[src/hdl/pwmc_pkg.sv]
`timescale 1ns / 1ps
// ----------------------------------------------------------------------------
// pwmc_pkg
// Shared widths and constants of the PWM period, duty and prescaler calculator.
// ----------------------------------------------------------------------------
package pwmc_pkg;

    localparam int DUTY_W     = 16;
    localparam int FREQ_IN_W  = 20;
    localparam int RES_W      = 4;
    localparam int CNT_OUT_W  = 15;
    localparam int IDX_W      = 3;

    // Clamped frequency fits 19 bits; the period in microseconds fits 18 bits.
    localparam int FREQ_W     = 19;
    localparam int PERIOD_W   = 18;
    localparam int DIV_W      = 20;
    localparam int TICK_SHIFT = 4;
    localparam int TICK_W     = PERIOD_W + TICK_SHIFT;

    localparam logic [FREQ_IN_W-1:0] FREQ_MAX      = 20'd500000;
    localparam logic [FREQ_IN_W-1:0] FREQ_MIN      = 20'd4;
    localparam logic [DIV_W-1:0]     US_PER_SECOND = 20'd1000000;

    typedef logic [FREQ_W-1:0]   freq_t;
    typedef logic [PERIOD_W-1:0] period_t;

endpackage

[src/hdl/pwm_period_duty_prescaler_calc.sv]
`timescale 1ns / 1ps
// ----------------------------------------------------------------------------
// pwm_period_duty_prescaler_calc
// Computes PWM counter top, inverted compare value and prescaler index from
// a duty value, a frequency and a resolution.
// ----------------------------------------------------------------------------
// Pipeline: 3 front stages, 20 divider stages with one quotient bit each and 3
// back-end stages. Throughput: one item per cycle while out_ready holds; each
// stage moves whenever its successor has room, so bubbles collapse and a
// stalled output holds without loss.
// Reset: rst_n clears all stage valid bits; the pipeline comes up empty.
module pwm_period_duty_prescaler_calc
    import pwmc_pkg::*;
#(
    parameter int COUNTER_BITS    = 15,
    parameter int PRESCALER_STEPS = 8
)
(
    input  logic                 clk,
    input  logic                 rst_n,
    input  logic                 in_valid,
    output logic                 in_ready,
    input  logic [DUTY_W-1:0]    duty_value,
    input  logic [FREQ_IN_W-1:0] freq_hz,
    input  logic [RES_W-1:0]     res_bits,
    output logic                 out_valid,
    input  logic                 out_ready,
    output logic [CNT_OUT_W-1:0] compare_count,
    output logic [CNT_OUT_W-1:0] top_count,
    output logic [IDX_W-1:0]     clock_index
);

    logic                    f_valid, f_ready;
    logic [COUNTER_BITS-1:0] f_scaled;
    freq_t                   f_freq;
    logic                    d_valid, d_ready;
    period_t                 d_period;
    logic [COUNTER_BITS-1:0] d_scaled;

    pwmc_front #(
        .COUNTER_BITS (COUNTER_BITS)
    ) u_front (
        .clk        (clk),
        .rst_n      (rst_n),
        .in_valid   (in_valid),
        .in_ready   (in_ready),
        .duty_value (duty_value),
        .freq_hz    (freq_hz),
        .res_bits   (res_bits),
        .out_valid  (f_valid),
        .out_ready  (f_ready),
        .out_scaled (f_scaled),
        .out_freq   (f_freq)
    );

    pwmc_div #(
        .SIDE_W (COUNTER_BITS)
    ) u_div (
        .clk        (clk),
        .rst_n      (rst_n),
        .in_valid   (f_valid),
        .in_ready   (f_ready),
        .in_divisor (f_freq),
        .in_side    (f_scaled),
        .out_valid  (d_valid),
        .out_ready  (d_ready),
        .out_quot   (d_period),
        .out_side   (d_scaled)
    );

    pwmc_back #(
        .COUNTER_BITS    (COUNTER_BITS),
        .PRESCALER_STEPS (PRESCALER_STEPS)
    ) u_back (
        .clk           (clk),
        .rst_n         (rst_n),
        .in_valid      (d_valid),
        .in_ready      (d_ready),
        .in_scaled     (d_scaled),
        .in_period     (d_period),
        .out_valid     (out_valid),
        .out_ready     (out_ready),
        .compare_count (compare_count),
        .top_count     (top_count),
        .clock_index   (clock_index)
    );

    // The duty never exceeds the period, before or after prescaling.
    a_cmp_le_top: assert property (@(posedge clk) disable iff (!rst_n)
        out_valid |-> compare_count <= top_count)
        else $error("compare value above counter top");

    // Input backpressure can only come from a stalled, full pipeline.
    a_ready_cause: assert property (@(posedge clk) disable iff (!rst_n)
        !in_ready |-> out_valid && !out_ready)
        else $error("input stalled without output backpressure");

    // A stalled result keeps its payload until it is transferred.
    a_out_hold: assert property (@(posedge clk) disable iff (!rst_n)
        out_valid && !out_ready |=>
            out_valid && $stable({compare_count, top_count, clock_index}))
        else $error("result changed while stalled");

endmodule

[src/hdl/pwmc_front.sv]
`timescale 1ns / 1ps
// ----------------------------------------------------------------------------
// pwmc_front
// Three-stage front end: clamps the frequency, inverts the duty against the
// full scale and rescales it to the counter range.
// ----------------------------------------------------------------------------
module pwmc_front
    import pwmc_pkg::*;
#(
    parameter int COUNTER_BITS = 15
)
(
    input  logic                    clk,
    input  logic                    rst_n,
    input  logic                    in_valid,
    output logic                    in_ready,
    input  logic [DUTY_W-1:0]       duty_value,
    input  logic [FREQ_IN_W-1:0]    freq_hz,
    input  logic [RES_W-1:0]        res_bits,
    output logic                    out_valid,
    input  logic                    out_ready,
    output logic [COUNTER_BITS-1:0] out_scaled,
    output freq_t                   out_freq
);

    localparam int PROD_W = DUTY_W + COUNTER_BITS;
    localparam logic [COUNTER_BITS-1:0] CMAX = '1;

    logic s1_valid_reg, s2_valid_reg, s3_valid_reg;
    logic en1, en2, en3;

    freq_t               s1_freq_reg, s2_freq_reg, s3_freq_reg;
    logic [DUTY_W-1:0]   s1_w_reg;
    logic                s1_zero_reg, s2_zero_reg;
    logic [RES_W-1:0]    s1_res_reg, s2_res_reg;
    logic [PROD_W-1:0]   s2_prod_reg;
    logic [COUNTER_BITS-1:0] s3_scaled_reg;

    logic [DUTY_W:0]     full;
    logic [DUTY_W:0]     diff;
    freq_t               s1_freq_next;
    logic [DUTY_W-1:0]   s1_w_next;
    logic                s1_zero_next;
    logic [PROD_W-1:0]   s2_prod_next;
    logic [PROD_W-1:0]   shifted;
    logic [COUNTER_BITS-1:0] s3_scaled_next;

    assign en3      = !s3_valid_reg || out_ready;
    assign en2      = !s2_valid_reg || en3;
    assign en1      = !s1_valid_reg || en2;
    assign in_ready = en1;

    always_comb
    begin
        if (freq_hz > FREQ_MAX)
            s1_freq_next = FREQ_MAX[FREQ_W-1:0];
        else if (freq_hz < FREQ_MIN)
            s1_freq_next = FREQ_MIN[FREQ_W-1:0];
        else
            s1_freq_next = freq_hz[FREQ_W-1:0];
    end

    // Inverted duty plus one equals full scale minus duty.
    assign full         = (DUTY_W+1)'(1) << res_bits;
    assign diff         = full - {1'b0, duty_value};
    assign s1_w_next    = diff[DUTY_W-1:0];
    assign s1_zero_next = ({1'b0, duty_value} >= full) || (diff == (DUTY_W+1)'(1));

    assign s2_prod_next = PROD_W'(s1_w_reg) * PROD_W'(CMAX);

    assign shifted        = s2_prod_reg >> s2_res_reg;
    assign s3_scaled_next = s2_zero_reg ? '0 : shifted[COUNTER_BITS-1:0];

    always_ff @(posedge clk or negedge rst_n)
    begin
        if (!rst_n)
        begin
            s1_valid_reg <= 1'b0;
            s2_valid_reg <= 1'b0;
            s3_valid_reg <= 1'b0;
        end
        else
        begin
            if (en1)
                s1_valid_reg <= in_valid;
            if (en2)
                s2_valid_reg <= s1_valid_reg;
            if (en3)
                s3_valid_reg <= s2_valid_reg;
        end
    end

    always_ff @(posedge clk)
    begin
        if (en1)
        begin
            s1_freq_reg <= s1_freq_next;
            s1_w_reg    <= s1_w_next;
            s1_zero_reg <= s1_zero_next;
            s1_res_reg  <= res_bits;
        end
        if (en2)
        begin
            s2_freq_reg <= s1_freq_reg;
            s2_prod_reg <= s2_prod_next;
            s2_zero_reg <= s1_zero_reg;
            s2_res_reg  <= s1_res_reg;
        end
        if (en3)
        begin
            s3_freq_reg   <= s2_freq_reg;
            s3_scaled_reg <= s3_scaled_next;
        end
    end

    assign out_valid  = s3_valid_reg;
    assign out_scaled = s3_scaled_reg;
    assign out_freq   = s3_freq_reg;

endmodule

[src/hdl/pwmc_div.sv]
`timescale 1ns / 1ps
// ----------------------------------------------------------------------------
// pwmc_div
// Pipelined restoring divider: one quotient bit per stage, computing
// one million divided by the clamped frequency. A sideband rides along.
// ----------------------------------------------------------------------------
module pwmc_div
    import pwmc_pkg::*;
#(
    parameter int SIDE_W = 15
)
(
    input  logic              clk,
    input  logic              rst_n,
    input  logic              in_valid,
    output logic              in_ready,
    input  freq_t             in_divisor,
    input  logic [SIDE_W-1:0] in_side,
    output logic              out_valid,
    input  logic              out_ready,
    output period_t           out_quot,
    output logic [SIDE_W-1:0] out_side
);

    logic              valid_reg [DIV_W];
    freq_t             dvs_reg   [DIV_W];
    freq_t             rem_reg   [DIV_W];
    logic [DIV_W-1:0]  quo_reg   [DIV_W];
    logic [SIDE_W-1:0] side_reg  [DIV_W];
    logic              en        [DIV_W];

    logic              valid_in  [DIV_W];
    freq_t             dvs_in    [DIV_W];
    freq_t             rem_in    [DIV_W];
    logic [DIV_W-1:0]  quo_in    [DIV_W];
    logic [SIDE_W-1:0] side_in   [DIV_W];

    assign in_ready = en[0];

    for (genvar i = 0; i < DIV_W; i++)
    begin : g_stage
        logic [FREQ_W:0] trial;
        logic [FREQ_W:0] diff;
        logic            geq;
        freq_t           rem_next;
        logic [DIV_W-1:0] quo_next;

        if (i == 0)
        begin : g_first
            assign valid_in[i] = in_valid;
            assign dvs_in[i]   = in_divisor;
            assign rem_in[i]   = '0;
            assign quo_in[i]   = '0;
            assign side_in[i]  = in_side;
        end
        else
        begin : g_next
            assign valid_in[i] = valid_reg[i-1];
            assign dvs_in[i]   = dvs_reg[i-1];
            assign rem_in[i]   = rem_reg[i-1];
            assign quo_in[i]   = quo_reg[i-1];
            assign side_in[i]  = side_reg[i-1];
        end

        if (i == DIV_W - 1)
        begin : g_last_en
            assign en[i] = !valid_reg[i] || out_ready;
        end
        else
        begin : g_mid_en
            assign en[i] = !valid_reg[i] || en[i+1];
        end

        assign trial    = {rem_in[i], US_PER_SECOND[DIV_W-1-i]};
        assign geq      = trial >= {1'b0, dvs_in[i]};
        assign diff     = trial - {1'b0, dvs_in[i]};
        assign rem_next = geq ? diff[FREQ_W-1:0] : trial[FREQ_W-1:0];
        assign quo_next = {quo_in[i][DIV_W-2:0], geq};

        always_ff @(posedge clk or negedge rst_n)
        begin
            if (!rst_n)
                valid_reg[i] <= 1'b0;
            else if (en[i])
                valid_reg[i] <= valid_in[i];
        end

        always_ff @(posedge clk)
        begin
            if (en[i])
            begin
                dvs_reg[i]  <= dvs_in[i];
                rem_reg[i]  <= rem_next;
                quo_reg[i]  <= quo_next;
                side_reg[i] <= side_in[i];
            end
        end

        // The partial remainder always stays below the divisor.
        a_rem_below: assert property (@(posedge clk) disable iff (!rst_n)
            valid_reg[i] |-> rem_reg[i] < dvs_reg[i])
            else $error("divider remainder not below divisor");
    end

    // With the divisor at least four, the quotient never needs the top two bits.
    assign out_valid = valid_reg[DIV_W-1];
    assign out_quot  = quo_reg[DIV_W-1][PERIOD_W-1:0];
    assign out_side  = side_reg[DIV_W-1];

    a_div_range: assert property (@(posedge clk) disable iff (!rst_n)
        in_valid && in_ready |->
            (in_divisor >= FREQ_MIN[FREQ_W-1:0]) && (in_divisor <= FREQ_MAX[FREQ_W-1:0]))
        else $error("divisor outside clamped range");

    a_quot_fits: assert property (@(posedge clk) disable iff (!rst_n)
        valid_reg[DIV_W-1] |-> quo_reg[DIV_W-1][DIV_W-1:PERIOD_W] == '0)
        else $error("quotient overflows period width");

endmodule

[src/hdl/pwmc_back.sv]
`timescale 1ns / 1ps
// ----------------------------------------------------------------------------
// pwmc_back
// Three-stage back end: converts the duty to microseconds, scales both values
// to clock ticks, picks the prescaler and shifts or saturates the results.
// ----------------------------------------------------------------------------
module pwmc_back
    import pwmc_pkg::*;
#(
    parameter int COUNTER_BITS    = 15,
    parameter int PRESCALER_STEPS = 8
)
(
    input  logic                    clk,
    input  logic                    rst_n,
    input  logic                    in_valid,
    output logic                    in_ready,
    input  logic [COUNTER_BITS-1:0] in_scaled,
    input  period_t                 in_period,
    output logic                    out_valid,
    input  logic                    out_ready,
    output logic [CNT_OUT_W-1:0]    compare_count,
    output logic [CNT_OUT_W-1:0]    top_count,
    output logic [IDX_W-1:0]        clock_index
);

    localparam int MUL_W = COUNTER_BITS + 1 + PERIOD_W;
    localparam logic [TICK_W-1:0] CMAX = TICK_W'({COUNTER_BITS{1'b1}});

    logic b1_valid_reg, b2_valid_reg, b3_valid_reg;
    logic en1, en2, en3;

    logic [MUL_W-1:0]     b1_prod_reg;
    logic                 b1_nz_reg;
    period_t              b1_period_reg;
    logic [TICK_W-1:0]    b2_period_t_reg, b2_duty_t_reg;
    logic [IDX_W-1:0]     b2_idx_reg;
    logic                 b2_found_reg;
    logic [CNT_OUT_W-1:0] b3_compare_reg, b3_top_reg;
    logic [IDX_W-1:0]     b3_idx_reg;

    logic [MUL_W-1:0]     b1_prod_next;
    period_t              du;
    period_t              duty_us;
    logic [TICK_W-1:0]    b2_period_t_next, b2_duty_t_next;
    logic [IDX_W-1:0]     b2_idx_next;
    logic                 b2_found_next;
    logic [TICK_W-1:0]    pt_shift, dt_shift, pt_sat, dt_sat;

    assign en3      = !b3_valid_reg || out_ready;
    assign en2      = !b2_valid_reg || en3;
    assign en1      = !b1_valid_reg || en2;
    assign in_ready = en1;

    assign b1_prod_next = MUL_W'(in_scaled) * MUL_W'(in_period) + MUL_W'(in_period);

    // The duty in microseconds never exceeds the period, so it fits the period width.
    assign du = b1_prod_reg[COUNTER_BITS+PERIOD_W-1:COUNTER_BITS];

    always_comb
    begin
        if (!b1_nz_reg)
            duty_us = '0;
        else if (du == '0)
            duty_us = PERIOD_W'(1);
        else
            duty_us = du;
    end

    assign b2_period_t_next = {b1_period_reg, {TICK_SHIFT{1'b0}}};
    assign b2_duty_t_next   = {duty_us, {TICK_SHIFT{1'b0}}};

    // Smallest prescaler shift that brings the period within the counter.
    always_comb
    begin
        b2_idx_next   = IDX_W'(PRESCALER_STEPS - 1);
        b2_found_next = 1'b0;
        for (int k = PRESCALER_STEPS - 1; k >= 0; k--)
        begin
            if ((b2_period_t_next >> k) <= CMAX)
            begin
                b2_idx_next   = IDX_W'(k);
                b2_found_next = 1'b1;
            end
        end
    end

    assign pt_shift = b2_period_t_reg >> b2_idx_reg;
    assign dt_shift = b2_duty_t_reg >> b2_idx_reg;
    assign pt_sat   = (!b2_found_reg && pt_shift > CMAX) ? CMAX : pt_shift;
    assign dt_sat   = (!b2_found_reg && dt_shift > CMAX) ? CMAX : dt_shift;

    always_ff @(posedge clk or negedge rst_n)
    begin
        if (!rst_n)
        begin
            b1_valid_reg <= 1'b0;
            b2_valid_reg <= 1'b0;
            b3_valid_reg <= 1'b0;
        end
        else
        begin
            if (en1)
                b1_valid_reg <= in_valid;
            if (en2)
                b2_valid_reg <= b1_valid_reg;
            if (en3)
                b3_valid_reg <= b2_valid_reg;
        end
    end

    always_ff @(posedge clk)
    begin
        if (en1)
        begin
            b1_prod_reg   <= b1_prod_next;
            b1_nz_reg     <= (in_scaled != '0);
            b1_period_reg <= in_period;
        end
        if (en2)
        begin
            b2_period_t_reg <= b2_period_t_next;
            b2_duty_t_reg   <= b2_duty_t_next;
            b2_idx_reg      <= b2_idx_next;
            b2_found_reg    <= b2_found_next;
        end
        if (en3)
        begin
            b3_compare_reg <= dt_sat[CNT_OUT_W-1:0];
            b3_top_reg     <= pt_sat[CNT_OUT_W-1:0];
            b3_idx_reg     <= b2_idx_reg;
        end
    end

    assign out_valid     = b3_valid_reg;
    assign compare_count = b3_compare_reg;
    assign top_count     = b3_top_reg;
    assign clock_index   = b3_idx_reg;

endmodule

[config.mk]
export PLATFORM = sky130hd
export DESIGN_NAME = pwm_period_duty_prescaler_calc
export DESIGN_NICKNAME = d
export VERILOG_FILES = /design/src/hdl/pwmc_pkg.sv /design/src/hdl/pwm_period_duty_prescaler_calc.sv /design/src/hdl/pwmc_front.sv /design/src/hdl/pwmc_div.sv /design/src/hdl/pwmc_back.sv
export SDC_FILE = /design/constraint.sdc
export NUM_CORES = 2
export LEC_CHECK = 0
export ABC_CLOCK_PERIOD_IN_PS = 9670
export BUFFER_PORTS_ARGS = -buffer_cell sky130_fd_sc_hd__buf_2
export CAP_MARGIN = 0
export CORE_MARGIN = 3
export CORE_UTILIZATION = 50
export DETAILED_ROUTE_END_ITERATION = 8
export PLACE_DENSITY = 0.69
export SETUP_SLACK_MARGIN = 0.5
export SLEW_MARGIN = 20
export SYNTH_ARGS = -nofsm -noshare
export SYNTH_HDL_FRONTEND = slang
export SYNTH_SLANG_ARGS = --single-unit
[constraint.sdc]
create_clock -name clk -period 9.67 [get_ports clk]
set_input_delay 0.4835 -clock clk [delete_from_list [all_inputs] [get_ports clk]]
set_output_delay 0.4835 -clock clk [all_outputs]
set_load 0.05 [all_outputs]
==> results.json <==
{
  "setup_ws_ns": 1.897,
  "critical_path_class": "flop to flop",
  "hold_buffers": 16,
  "worstSetupEndpointType": "flop",
  "ioPinCount": 79,
  "place_ws_ns": 1.875,
  "status": "finished, final reports clean",
  "postSynthCellCount": 6406,
  "r2r_cells": 24,
  "reg2reg_slack_ns": 1.90,
  "grt_max_degree": 71,
  "hp-class": "input port to flop",
  "antenna_found_initial": 0,
  "die_y_um": 408.3,
  "fillers": 13120,
  "yosys.area.top_type": "edfxtp_1",
  "arrival_ns": 8.27,
  "worstReg2RegStart": "u_div.quo_reg[4][65]",
  "rows": 147,
  "min_period_ns": 7.773,
  "clockBufferDepth": 3,
  "overflow": 0,
  "drc": 0,
  "die_area_um2": 166700,
  "root_buffer": "clkbuf_16",
  "hold_depth": 2,
  "rsz0062_at_grt": "no",
  "post_cts_buffers": 0,
  "maxSlewHeadroom": 0.2998,
  "seqCellArea_um2": 43620,
  "required_ns": 10.17,
  "yosys_warnings": 0,
  "yosys_register_bits": 1457,
  "synth-edff-count": 1431,
  "ys_seq_area_frac": 0.5391,
  "synth_ff_type": "edfxtp_1",
  "layout-drive-gt1-share": 0.09455,
  "finalSetupViolations": 0,
  "drt-initial-drc-count": 2997,
  "netlist_top_cells_area": "edfxtp_1, fa_1, ha_1",
  "path_clk_slew_ns": 0.06,
  "io_buffers": 78,
  "wl_per_cell_um": 17.43,
  "design_area_um2": 88980,
  "numCtsBuffers": 149,
  "design.core.area_um2": 160800,
  "ant_nets": 0,
  "cts_sinks": 1457,
  "drv_cap": 0,
  "synth.top_cell.area_share": 0.5310,
  "synthToLayoutAreaGrowth_pct": 9.964,
  "crit_fanout": 17,
  "multiInputGateArea_um2": 33470,
  "start_util": 0.5034,
  "fin_skew_ns": 0.02840,
  "hp-start": "freq_hz[15]",
  "worst_slew_pin_slew_ns": 1.050,
  "fmax_ghz": 0.1287,
  "diodes": 0,
  "synth_area_um2": 80920,
  "cts-htree-levels": 4,
  "gp_congestion": 0.8970,
  "postSynthAreaPerCell_um2": 12.63,
  "startpoint_type": "flop",
  "crit_start": "u_div.quo_reg[4][65]",
  "grt_pass1_vias": 48130,
  "cts_tree": "yes",
  "nNetsFinal": 7518,
  "dpl_cell_area_um2": 83890,
  "die_w_um": 408.3,
  "num_vias": 47080,
  "synthArstFlopShare": 0.01784,
  "slew_violations": 0,
  "min_to": "u_front.s1_freq_reg[15]",
  "post_cts_resized": 0,
  "fin_crit_sh": 0.8038,
  "dr.pass1.iters": 6,
  "insertion_delay_ns": 0.76,
  "r2r-end": "u_back.b1_prod_reg[32]",
  "dp_hpwl_um": 117400,
  "viasPerCell": 5.323,
  "hold_viol": 0,
  "finalSetupTns_ns": 0,
  "grt_pass1_wl_um": 251600,
  "grtUsageTotal": 0.1869,
  "routed_wl_um": 154200,
  "yosysUniqueCellTypes": 88
}
stage by stage:
stage,utilization,instances,hold slack [ns]
after floorplan,-,6413,0.1879
after global placement,0.5218,8562,0.4002
after detailed placement,0.5219,8562,0.4045
after CTS,0.5533,8842,0.001007
after global routing,0.5535,8844,0.01146
final,0.5535,8844,0.06360
critical path: stages, from the launching register on:
cell and delay (ns):
edfxtp_1 0.67, and2_1 0.28, fa_1 0.55, inv_1 0.06, fa_1 0.56, inv_1 0.06, fa_1 0.50, inv_1 0.05
fa_1 0.47, inv_1 0.05, fa_1 0.53, inv_1 0.05, fa_1 0.53, inv_1 0.04, ha_1 0.30, nand3_1 0.09
nand2_1 0.07, a2111oi_0 0.82, nor4_1 0.19, o21ai_1 0.57, o31ai_1 0.23, a21oi_1 0.34, o311ai_1 0.20, a21oi_1 0.20
xnor2_1 0.09
placed cells by master (no fill, tap or decap), drive strengths merged, types with 19 or more instances in the layout:
cell type,n
and2,168
o21bai,36
a211oi,51
nor2b,78
mux2,207
clkinv,57
fa,352
or3,24
nor4,39
o211ai,34
nor2,272
mux2i,65
nor3,88
or2,22
o21ai,224
a21oi,267
edfxtp,1431
nand3,85
a31oi,23
xor2,102
and3,33
nand2,448
bufinv,19
o21a,56
ha,551
xnor2,209
inv,921
a21boi,27
buf,117
dfrtp,26
nand2b,63
o31ai,29
clkbuf,177
a21o,120
nand4,65
cell usage after synthesis, types with 8 or more instances:
cell type	number
edfxtp_1	1431
inv_1	914
ha_1	551
nand2_1	448
fa_1	352
nor2_1	272
a21oi_1	263
o21ai_0	210
xnor2_1	209
mux2_2	203
and2_1	168
a21o_1	120
xor2_1	102
clkbuf_1	98
nor3_1	86
nand3_1	84
nor2b_1	78
mux2i_1	65
nand4_1	65
nand2b_1	62
o21a_1	56
a211oi_1	51
nor4_1	39
o21bai_1	36
o211ai_1	34
and3_1	33
o31ai_1	27
dfrtp_1	26
or3_1	24
a21boi_0	23
a31oi_1	22
or2_2	22
buf_2	17
mux4_2	16
o31a_1	16
o21ai_1	12
a311oi_1	11
a31o_2	9
or4_1	9
a2111oi_0	8
nor3b_1	8
o41ai_1	8
final cells by class:
class                      instances  area share
inverter                         916     0.03867
multi-input combinational       3914      0.3761
clock buffer                     177     0.04377
timing repair buffer             133    0.009562
tap                             2160     0.03037
sequential                      1457      0.4902
clock inverter                    87     0.01129
kinds of logic (layout without fill, tap and decap cells):
logic type	after synthesis	in the layout	share of synthesized area
xor+xnor	311	311	0.03366
simple gates	1422	1422	0.08646
mux	288	288	0.04130
fa+ha+maj	903	903	0.1723
flops	1457	1457	0.5391
buf+inv	1042	1313	0.04878
other cells	2	9	0.00009281
compound gates	981	981	0.07835
how the worst max path moves through the flow:
| stage | depth (start not counted) | slack (ns) | endpoint |
|---|---|---|---|
| after CTS | 22 | 1.87 | u_back.b1_prod_reg[32] |
| after global routing | 22 | 1.55 | u_back.b1_prod_reg[32] |
| after detailed placement | 22 | 1.87 | u_back.b1_prod_reg[32] |
| after floorplan | 11 | 1.55 | in_ready |
| after global placement | 24 | 2.00 | u_back.b1_prod_reg[32] |
| final | 24 | 1.90 | u_back.b1_prod_reg[32] |
layer usage:
| metal | wire length [um] | share of wire | global-route usage | up-vias |
|---|---|---|---|---|
| li1 | - | - | - | 22880 |
| met1 | 64290 | 0.42 | 0.2318 | 23060 |
| met2 | 79520 | 0.52 | 0.3339 | 861 |
| met3 | 5537 | 0.036 | 0.02861 | 285 |
| met4 | 4826 | 0.031 | 0.06216 | 0 |
| met5 | 0 | 0 | 0 | - |
Power is left out: the tool's default activity adds up to more than one toggle a clock period on the data nets, which glitch-free logic cannot reach.
